**src/design/alp_ram.sv**
```systemverilog
`timescale 1ns / 1ps
`default_nettype none
// ----------------------------------------------------------------------------
// alp_ram
// Generic simple dual-port RAM: one write port, one read port, registered read.
// ----------------------------------------------------------------------------
module alp_ram #(
    parameter int   WIDTH  = 8,
    parameter int   DEPTH  = 16,
    localparam int  ADDR_W = (DEPTH > 1) ? $clog2(DEPTH) : 1
) (
    input  wire logic              clk,
    input  wire logic              we,
    input  wire logic [ADDR_W-1:0] waddr,
    input  wire logic [WIDTH-1:0]  wdata,
    input  wire logic              re,
    input  wire logic [ADDR_W-1:0] raddr,
    output logic      [WIDTH-1:0]  rdata
);

    logic [WIDTH-1:0] mem [DEPTH];

    always_ff @(posedge clk)
    begin
        if (we)
        begin
            mem[waddr] <= wdata;
        end
        if (re)
        begin
            rdata <= mem[raddr];
        end
    end

endmodule : alp_ram
`default_nettype wire

```
**config.mk**
```make
export PLATFORM = sky130hd
export DESIGN_NAME = alp_ram
export DESIGN_NICKNAME = d
export VERILOG_FILES = /design/src/design/alp_ram.sv
export SDC_FILE = /design/constraint.sdc
export NUM_CORES = 1
export LEC_CHECK = 0
export ABC_AREA = 1
export BUFFER_PORTS_ARGS = -buffer_cell sky130_fd_sc_hd__buf_4
export CAP_MARGIN = 20
export CORE_MARGIN = 2
export CORE_UTILIZATION = 45
export DETAILED_ROUTE_END_ITERATION = 8
export GPL_TIMING_DRIVEN = 1
export PLACE_DENSITY = 0.59
export SYNTH_ARGS = -nofsm -noshare
export SYNTH_HDL_FRONTEND = slang
export SYNTH_SLANG_ARGS = --single-unit
```
**constraint.sdc**
```tcl
create_clock -name clk -period 1.8 [get_ports clk]
set_input_delay 0.36 -clock clk [delete_from_list [all_inputs] [get_ports clk]]
set_output_delay 0.36 -clock clk [all_outputs]
set_load 0.01 [all_outputs]
```
==> metrics.yaml, run 1 <==
htreeDepth: 4
slew_viol_final: 0
maxCapViolCount: 0
initial_core_util: 0.4614
drt-wirelength-per-cell_um: 17.34
fin_hold_ws_ns: 0.2540
cellLeakagePower_nw: 3.019
vias: 3779
drc: 0
die_y_um: 118.0
peakVddDrop_v: 0.0007509
met3_usage: 0.05426
grt_antenna_before_repair: 0
ys_types: 11
period_needed_ns: 1.383
ys_ff_latch: 136
syn_nets: 570
dieArea_mm2: 0.01392
antenna-diode-count: 0
tightest_slew_ns: 0.5684
cts_setup_buffers: 0
synthAdderAreaFrac: 0
die_x_um: 118.0
grt_usage: 0.2055
grt_use_met2: 0.3085
nets: 614
io_buffer_count: 26
async_flop_share: 0
power.density_mw_per_mm2: 1153
synth_largest_area_cell: "edfxtp_1"
hpwl_um: 8152
cts_made_buffers: 17
hold_path_end: "rdata[2]"
cp-start-kind: "register"
crit_fanout: 1
yosysMostFrequentCell: "nand2_1"
period_share: 0.7684
r2r-end: "rdata[3]"
antenna_left: 0
synth_edf_count: 136
power.total_mw: 8.063
hold_class: "in2reg"
ctsResizeCount: 0
core_mm2: 0.01267
wl_um: 13530
critPathMaxStageDelay_ns: 0.43
drt_iter0_markers: 422
grt_busiest_layer: "met2"
syn2layout_area_growth_pct: 19.64
status: "finished clean"
num_rows: 41
synth_cells: 551
synth-simple-area-share: 0.2076
tns_ns: 0
grt_pass1_vias: 3713
io_pins: 27
yosys_warnings: 0
crit_required_ns: 1.44
maxSlewHeadroom: 0.6207
vias_per_cell: 4.845
skew_ns: 0.005930
clk_root_buffer_cell: "clkbuf_16"
hold_depth: 1
finish.utilization: 0.5521
critPathTopFamily: "flip-flops"
end_kind: "output pin"
final_hold_viol_count: 0
synth_top_area_share: 0.6985
min_from: "re"
syn_area_per_cell_um2: 10.61
ys_seq_area_frac: 0.6985
crit_type: "reg2out"
gp_congestion: 0.8569
synth_compound_area_frac: 0
synth_common_cells: "nand2_1 (173), edfxtp_1 (136), inv_1 (100)"
max_freq_mhz: 723.0
layout-drive-gt1-share: 0.1332
synth_top_family_by_area: "simple AND/OR/NAND/NOR gates"
cp_slowest_cell: "edfxtp_1"
synth_ff_type: "edfxtp_1"
worstRegToRegCells: 6
dr.pass1.iters: 4
clockBufferDepth: 2
clk_latency_ns: 0.42
grt_max_degree: 51
cts.sinks: 136
rr_startpoint: "mem[1][3]"
arrival_ns: 1.02
use_met1: 0.2784
path_clk_slew_ns: 0.06
setup_violations: 0
rrSetupSlack_ns: 0.58
crit_buf_inv: 1
synth_area_leaders: "edfxtp_1 (70%), nand2_1 (11%), nand3_1 (8.3%), inv_1 (6.4%), buf_6 (1.2%)"
cts_tree: "done"
cp_cell_sequence: "buf_4"
yosys.area_share.xor_xnor: 0
hold_buffers: 0
rsz0062_at_grt: "false"
synth_area_mm2: 0.005847
synth_mux_area_frac: 0
grt_overflow: 0
grt_pass1_wl_um: 20710
==> kinds of logic (layout without fill, tap and decap cells) <==
group         Yosys count  count (layout)
buf+inv               126             183
flops                 136             136
simple gates          289             289
==> state kept, by name, summed over array words and instances (netlist names) <==
name / cells
rdata: 8
mem: 128
==> where the power goes <==
group | switching, mW | internal, mW
Clock | 1.28 | 2.72
Sequential | 0.0209 | 3.57
Combinational | 0.315 | 0.154
==> worst max-delay path by stage <==
stage	startpoint	slack, ns	end	cells after the start
2_1_floorplan	waddr[2]	0.49	mem[10][0]	2
6_report	rdata[0]	0.42	rdata[0]	1
3_3_place_gp	raddr[2]	0.06	rdata[7]	5
4_1_cts	rdata[0]	0.40	rdata[0]	1
3_5_place_dp	raddr[2]	0.09	rdata[7]	5
5_1_grt	rdata[4]	0.40	rdata[4]	1
==> routing by layer <==
layer / vias up / wire (µm)
met3: 24 / 741
li1: 1869 / -
met2: 126 / 6178
met5: - / 0
met4: 0 / 455
met1: 1760 / 6151
==> metrics by stage <==
step                cell area, µm²  setup slack, ns  cells
floorplan                     5847           0.4892    551
global placement              6314          0.05790    748
detailed placement            6314          0.08954    748
CTS                           6995           0.4032    780
global route                  6995           0.3958    780
finish                        6995           0.4169    780
==> final cells by class <==
class | instances | area [µm²]
fillers | 1079 | 5675
inverters | 102 | 382.9
well taps | 172 | 215.2
flip-flops and latches | 136 | 4084
multi-input cells | 289 | 1214
repair buffers | 49 | 417.9
clock inverters | 14 | 252.7
clock buffers | 18 | 429.2
==> cells in the final DEF, fill, tap and decap left out <==
master / n
nand3_1: 97
inv_2: 2
nand2_1: 173
nor2_1: 17
clkinv_2: 3
clkbuf_1: 1
edfxtp_1: 136
clkinv_1: 1
clkbuf_16: 17
inv_1: 100
clkinv_4: 1
buf_4: 45
bufinv_16: 7
clkinvlp_4: 2
buf_12: 4
nand3b_1: 2
Power figures use the tool's default switching activity.
==> run 2: changes to the inputs <==
Clock period 1.8 ns to 1.4 ns, I/O delays scaled along.
==> run 2 against run 1 <==
  * Via count increased by 2.7%
  * Largest power group is now sequential cells
  * Cell count up 0.13%
  * Hold slack got worse by 0.058 ns
  * Count of clock-buffer cells in the layout increased by 7
==> metrics.yaml, run 2 (same netlist as run 1, synthesis figures left out) <==
cts_tree: "done"
maxSlewHeadroom: 0.5713  # -0.04938
fillers: 1129  # +4.6%
cts.sinks: 136  # unchanged
grt_overflow: 0  # unchanged
crit_type: "reg2out"
crit_fanout: 1  # unchanged
num_rows: 41  # unchanged
final_cell_mix: "nand2_1 (173), edfxtp_1 (136), inv_1 (100)"
seqCellArea_mm2: 0.004084  # unchanged
drc: 0  # unchanged
hold_buffers: 0  # unchanged
dieArea_mm2: 0.01392  # unchanged
final_common_cell: "nand2_1"
layout_setup_ws_ns: 0.09808  # -0.3188 ns
grt_usage: 0.2035  # -0.002001
antenna_left: 0  # unchanged
clk_latency_ns: 0.41  # about the same
io_buffer_count: 26  # unchanged
dr.pass1.iters: 6  # +2
io_pins: 27  # unchanged
htreeDepth: 4  # unchanged
clk_root_buffer_cell: "clkbuf_16"
vias_per_cell: 4.971  # +2.6%
final_hold_viol_count: 0  # unchanged
period_needed_ns: 1.302
critPathMaxStageDelay_ns: 0.43  # about the same
syn2layout_area_growth_pct: 17.12
cp-startpoint: "rdata[4]"
multiInputGateArea_mm2: 0.001214  # unchanged
layout-drive-gt1-share: 0.1199  # -0.01336
drt_iter0_markers: 364  # -14%
tns_ns: 0  # unchanged
cts_made_buffers: 17  # unchanged
clockBufferDepth: 2  # unchanged
reg_top3: "mem: 128 flops, rdata: 8 flops"
tightest_slew_ns: 0.6422  # +0.07376 ns
end_kind: "output pin"
nets: 616  # +0.33%
largest_register_ff_count: 128  # unchanged
grt_antenna_before_repair: 0  # unchanged
status: "finished clean"
maxCapViolCount: 0  # unchanged
max_freq_mhz: 768.1
ctsResizeCount: 0  # unchanged
grt_pass1_vias: 3801  # +2.4%
core_mm2: 0.01267  # unchanged
cp_slowest_cell: "edfxtp_1"
setup_violations: 0  # unchanged
vias: 3882  # +2.7%
min_from: "re"
regMostFlops: "mem"
hpwl_um: 8352  # +2.5%
die_x_um: 118.0  # unchanged
gp_congestion: 0.8185  # -4.5%
period_share: 0.9299
rr_startpoint: "mem[12][6]"
slew_viol_final: 0  # unchanged
crit_required_ns: 1.12  # -0.32 ns
cp_cell_sequence: "buf_4"
critPathTopFamily: "flip-flops"
cp-start-kind: "register"
initial_core_util: 0.4614  # unchanged
rsz0062_at_grt: "false"
hold_class: "in2reg"
skew_ns: 0.004500  # -0.001430 ns
crit_buf_inv: 1  # unchanged
power.density_mw_per_mm2: 1337  # +16%
die_y_um: 118.0  # unchanged
grt_pass1_wl_um: 20760  # +0.24%
arrival_ns: 1.02  # about the same
cellLeakagePower_nw: 2.951  # -2.2%
cts_setup_buffers: 0  # unchanged
peakVddDrop_v: 0.0007656  # +2.0%
antenna-diode-count: 0  # unchanged
dp_slack_ns: -0.1529  # -0.2424 ns
wl_um: 13570  # +0.30%
grt_max_degree: 40  # -22%
drt-wirelength-per-cell_um: 17.37  # +0.17%
path_clk_slew_ns: 0.05  # about the same
run 2: metrics by stage:
stage / instances / hold WS [ns] / power, mW / util / instance area [µm²]
floorplan: 551 / 0.3789 / 5.024 / - / 5847
global placement: 750 / 0.6061 / 5.306 / 0.5004 / 6341
detailed placement: 750 / 0.6157 / 5.316 / 0.5004 / 6341
CTS: 781 / 0.1819 / 9.196 / 0.5404 / 6848
global route: 781 / 0.1744 / 9.446 / 0.5404 / 6848
finish: 781 / 0.1962 / 9.153 / 0.5404 / 6848
run 2: area by class of cell:
cell class / instances / area share
flip-flops and latches: 136 / 0.5964
multi-input cells: 289 / 0.1772
clock buffers: 25 / 0.06651
repair buffers: 51 / 0.06505
inverters: 102 / 0.05591
well taps: 172 / 0.03143
clock inverters: 6 / 0.007491
run 2: power by group:
part           switching [mW]  internal (mW)
sequential             0.0318           4.59
combinational           0.404          0.205
clock                    1.52           2.40
total                    1.96           7.20
run 2: worst paths after layout:
check / to / cells past startpoint / slack [ns]
max reg2reg: rdata[6] / 6 / 0.21
max: rdata[4] / 1 / 0.1
min reg2reg: rdata[3] / 6 / 0.75
min: rdata[6] / 1 / 0.20
run 2: per-layer routing:
metal,track usage,vias to the layer above,part of all wire
met5,0,-,0
li1,-,1869,-
met4,0.09864,0,0.032
met1,0.2608,1841,0.43
met2,0.3212,142,0.48
met3,0.05475,30,0.062
==> run 3: changes to the inputs <==
Settings changed: CORE_MARGIN 2 to default.
==> run 3 against run 2 <==
  * Total power up 4.4%
  * Sequential power about the same
  * Critical path depth unchanged
  * Global-route usage up 2.5 points
  * Cell count up 0.90%
  * Clock skew up 0.0019 ns
  * Count of clock-buffer cells in the layout down 5
  * First-iteration DRC count down 12%
  * Combinational power about the same
  * Critical path type unchanged
  * Critical endpoint unchanged
==> metrics.yaml, run 3 (same netlist as run 1, synthesis figures left out) <==
io_pins: 27  # unchanged
setup_violations: 0  # unchanged
dieArea_mm2: 0.01345  # -3.4%
r2r-end: "rdata[3]"
stdcell_count: 788  # +0.90%
clk_root_buffer_cell: "clkbuf_16"
skew_ns: 0.006448  # +0.001949 ns
multiInputGateArea_mm2: 0.001214  # unchanged
reg_top3: "mem: 128 flops, rdata: 8 flops"
rsz0062_at_grt: "false"
final_cell_mix: "nand2_1 (173), edfxtp_1 (136), inv_1 (100)"
num_rows: 41  # unchanged
worstRegToRegCells: 6  # unchanged
regMostFlops: "mem"
rrSetupSlack_ns: 0.21  # about the same
cellLeakagePower_nw: 3.011  # +2.0%
cts_tree: "done"
grt_pass1_wl_um: 21230  # +2.3%
period_share: 0.9221  # -0.007836
critPathMaxStageDelay_ns: 0.42  # about the same
arrival_ns: 1.01  # about the same
dr.pass1.iters: 5  # -1
fin_hold_ws_ns: 0.1662  # -0.02998 ns
status: "finished clean"
crit_buf_inv: 1  # unchanged
drc: 0  # unchanged
initial_core_util: 0.4633  # +0.001876
final_hold_viol_count: 0  # unchanged
period_needed_ns: 1.291  # -0.01097 ns
grt_overflow: 0  # unchanged
hold_class: "in2reg"
power.density_mw_per_mm2: 1379  # +3.1%
critPathTopFamily: "flip-flops"
swShare: 0.2093  # -0.004285
wl_um: 13620  # +0.38%
cp-start-kind: "register"
path_depth: 1  # unchanged
hold_depth: 1  # unchanged
rr_startpoint: "mem[1][3]"
placed_cell_area_mm2: 0.006361  # +0.32%
crit_required_ns: 1.12  # about the same
p_clk_frac: 0.453  # +0.025
fillers: 1120  # -0.80%
maxCapViolCount: 0  # unchanged
nets: 622  # +0.97%
io_buffer_count: 26  # unchanged
antenna-diode-count: 0  # unchanged
maxSlewHeadroom: 0.7051  # +0.1339
drt_iter0_markers: 319  # -12%
min_from: "re"
crit_fanout: 1  # unchanged
drt-wirelength-per-cell_um: 17.28  # -0.51%
final_common_cell: "nand2_1"
grt_usage: 0.2286  # +0.02505
die_x_um: 116.0  # -1.7%
slew_viol_final: 0  # unchanged
hpwl_um: 8748  # +4.7%
finalInstanceArea_mm2: 0.006930  # +1.2%
pwr-share-seq: 0.483  # -0.022
grt_antenna_before_repair: 0  # unchanged
cp_cell_sequence: "buf_4"
vias: 3933  # +1.3%
p_comb_frac: 0.064  # -0.002
p_int_mw: 7.555  # +5.0%
p_switching_mw: 2.000  # +2.3%
die_y_um: 116.0  # -1.7%
crit_type: "reg2out"
cts_setup_buffers: 0  # unchanged
max_freq_mhz: 774.6  # +0.85%
cts_made_buffers: 17  # unchanged
seqCellArea_mm2: 0.004084  # unchanged
path_clk_slew_ns: 0.06  # about the same
clk_latency_ns: 0.42  # about the same
grt_max_degree: 43  # +7.5%
htreeDepth: 4  # unchanged
peakVddDrop_v: 0.0007426  # -3.0%
end_kind: "output pin"
antenna_left: 0  # unchanged
dp.cells: 756  # +0.80%
gp_congestion: 0.7835  # -4.3%
syn2layout_area_growth_pct: 18.53
largest_register_ff_count: 128  # unchanged
clockBufferDepth: 2  # unchanged
cp_slowest_cell: "edfxtp_1"
cts.sinks: 136  # unchanged
layout-drive-gt1-share: 0.1396  # +0.01974
hold_path_end: "rdata[4]"
ctsResizeCount: 0  # unchanged
core_mm2: 0.01262  # -0.40%
tightest_slew_ns: 0.4416  # -0.2005 ns
grt_pass1_vias: 3790  # -0.29%
hold_buffers: 0  # unchanged
vias_per_cell: 4.991  # +0.41%
[run 3: cell type report]
class,count,area share
clock inverter,12,0.01914
multi-input combinational,289,0.1751
clock buffer,20,0.06301
inverter,102,0.05524
sequential,136,0.5893
timing repair buffer,57,0.06716
tap,172,0.03105
[run 3: how the worst max path moves through the flow]
stage          startpoint          to  slack, ns
6_report         rdata[4]    rdata[4]       0.11
5_1_grt          rdata[4]    rdata[4]       0.08
4_1_cts          rdata[4]    rdata[4]       0.09
3_5_place_dp     raddr[1]    rdata[7]      -0.08
3_3_place_gp     raddr[1]    rdata[7]      -0.08
2_1_floorplan    waddr[2]  mem[10][0]       0.17
[run 3: stage by stage]
step	worst slack (ns)	power (mW)	utilization	TNS (ns)
floorplan	0.1692	5.024	-	0
global placement	-0.08235	5.310	0.5041	-0.2912
detailed placement	-0.08431	5.320	0.5041	-0.4351
CTS	0.08734	9.630	0.5492	0
global route	0.07630	9.871	0.5492	0
finish	0.1090	9.555	0.5492	0
[run 3: per-layer routing]
| layer | up-vias | global-route usage | part of all wire |
|---|---|---|---|
| met1 | 1870 | 0.2987 | 0.41 |
| met2 | 152 | 0.3722 | 0.49 |
| li1 | 1885 | - | - |
| met3 | 26 | 0.05492 | 0.070 |
| met4 | 0 | 0.08376 | 0.020 |
| met5 | - | 0 | 0 |
[run 3: power groups by stage]
stage               logic, mW  clock network, mW  registers (mW)
detailed placement      0.617                  0            4.70
finish                  0.612               4.32            4.62
global placement        0.610                  0            4.70
global route            0.681               4.57            4.62
CTS                     0.620               4.39            4.62
floorplan               0.322                  0            4.70
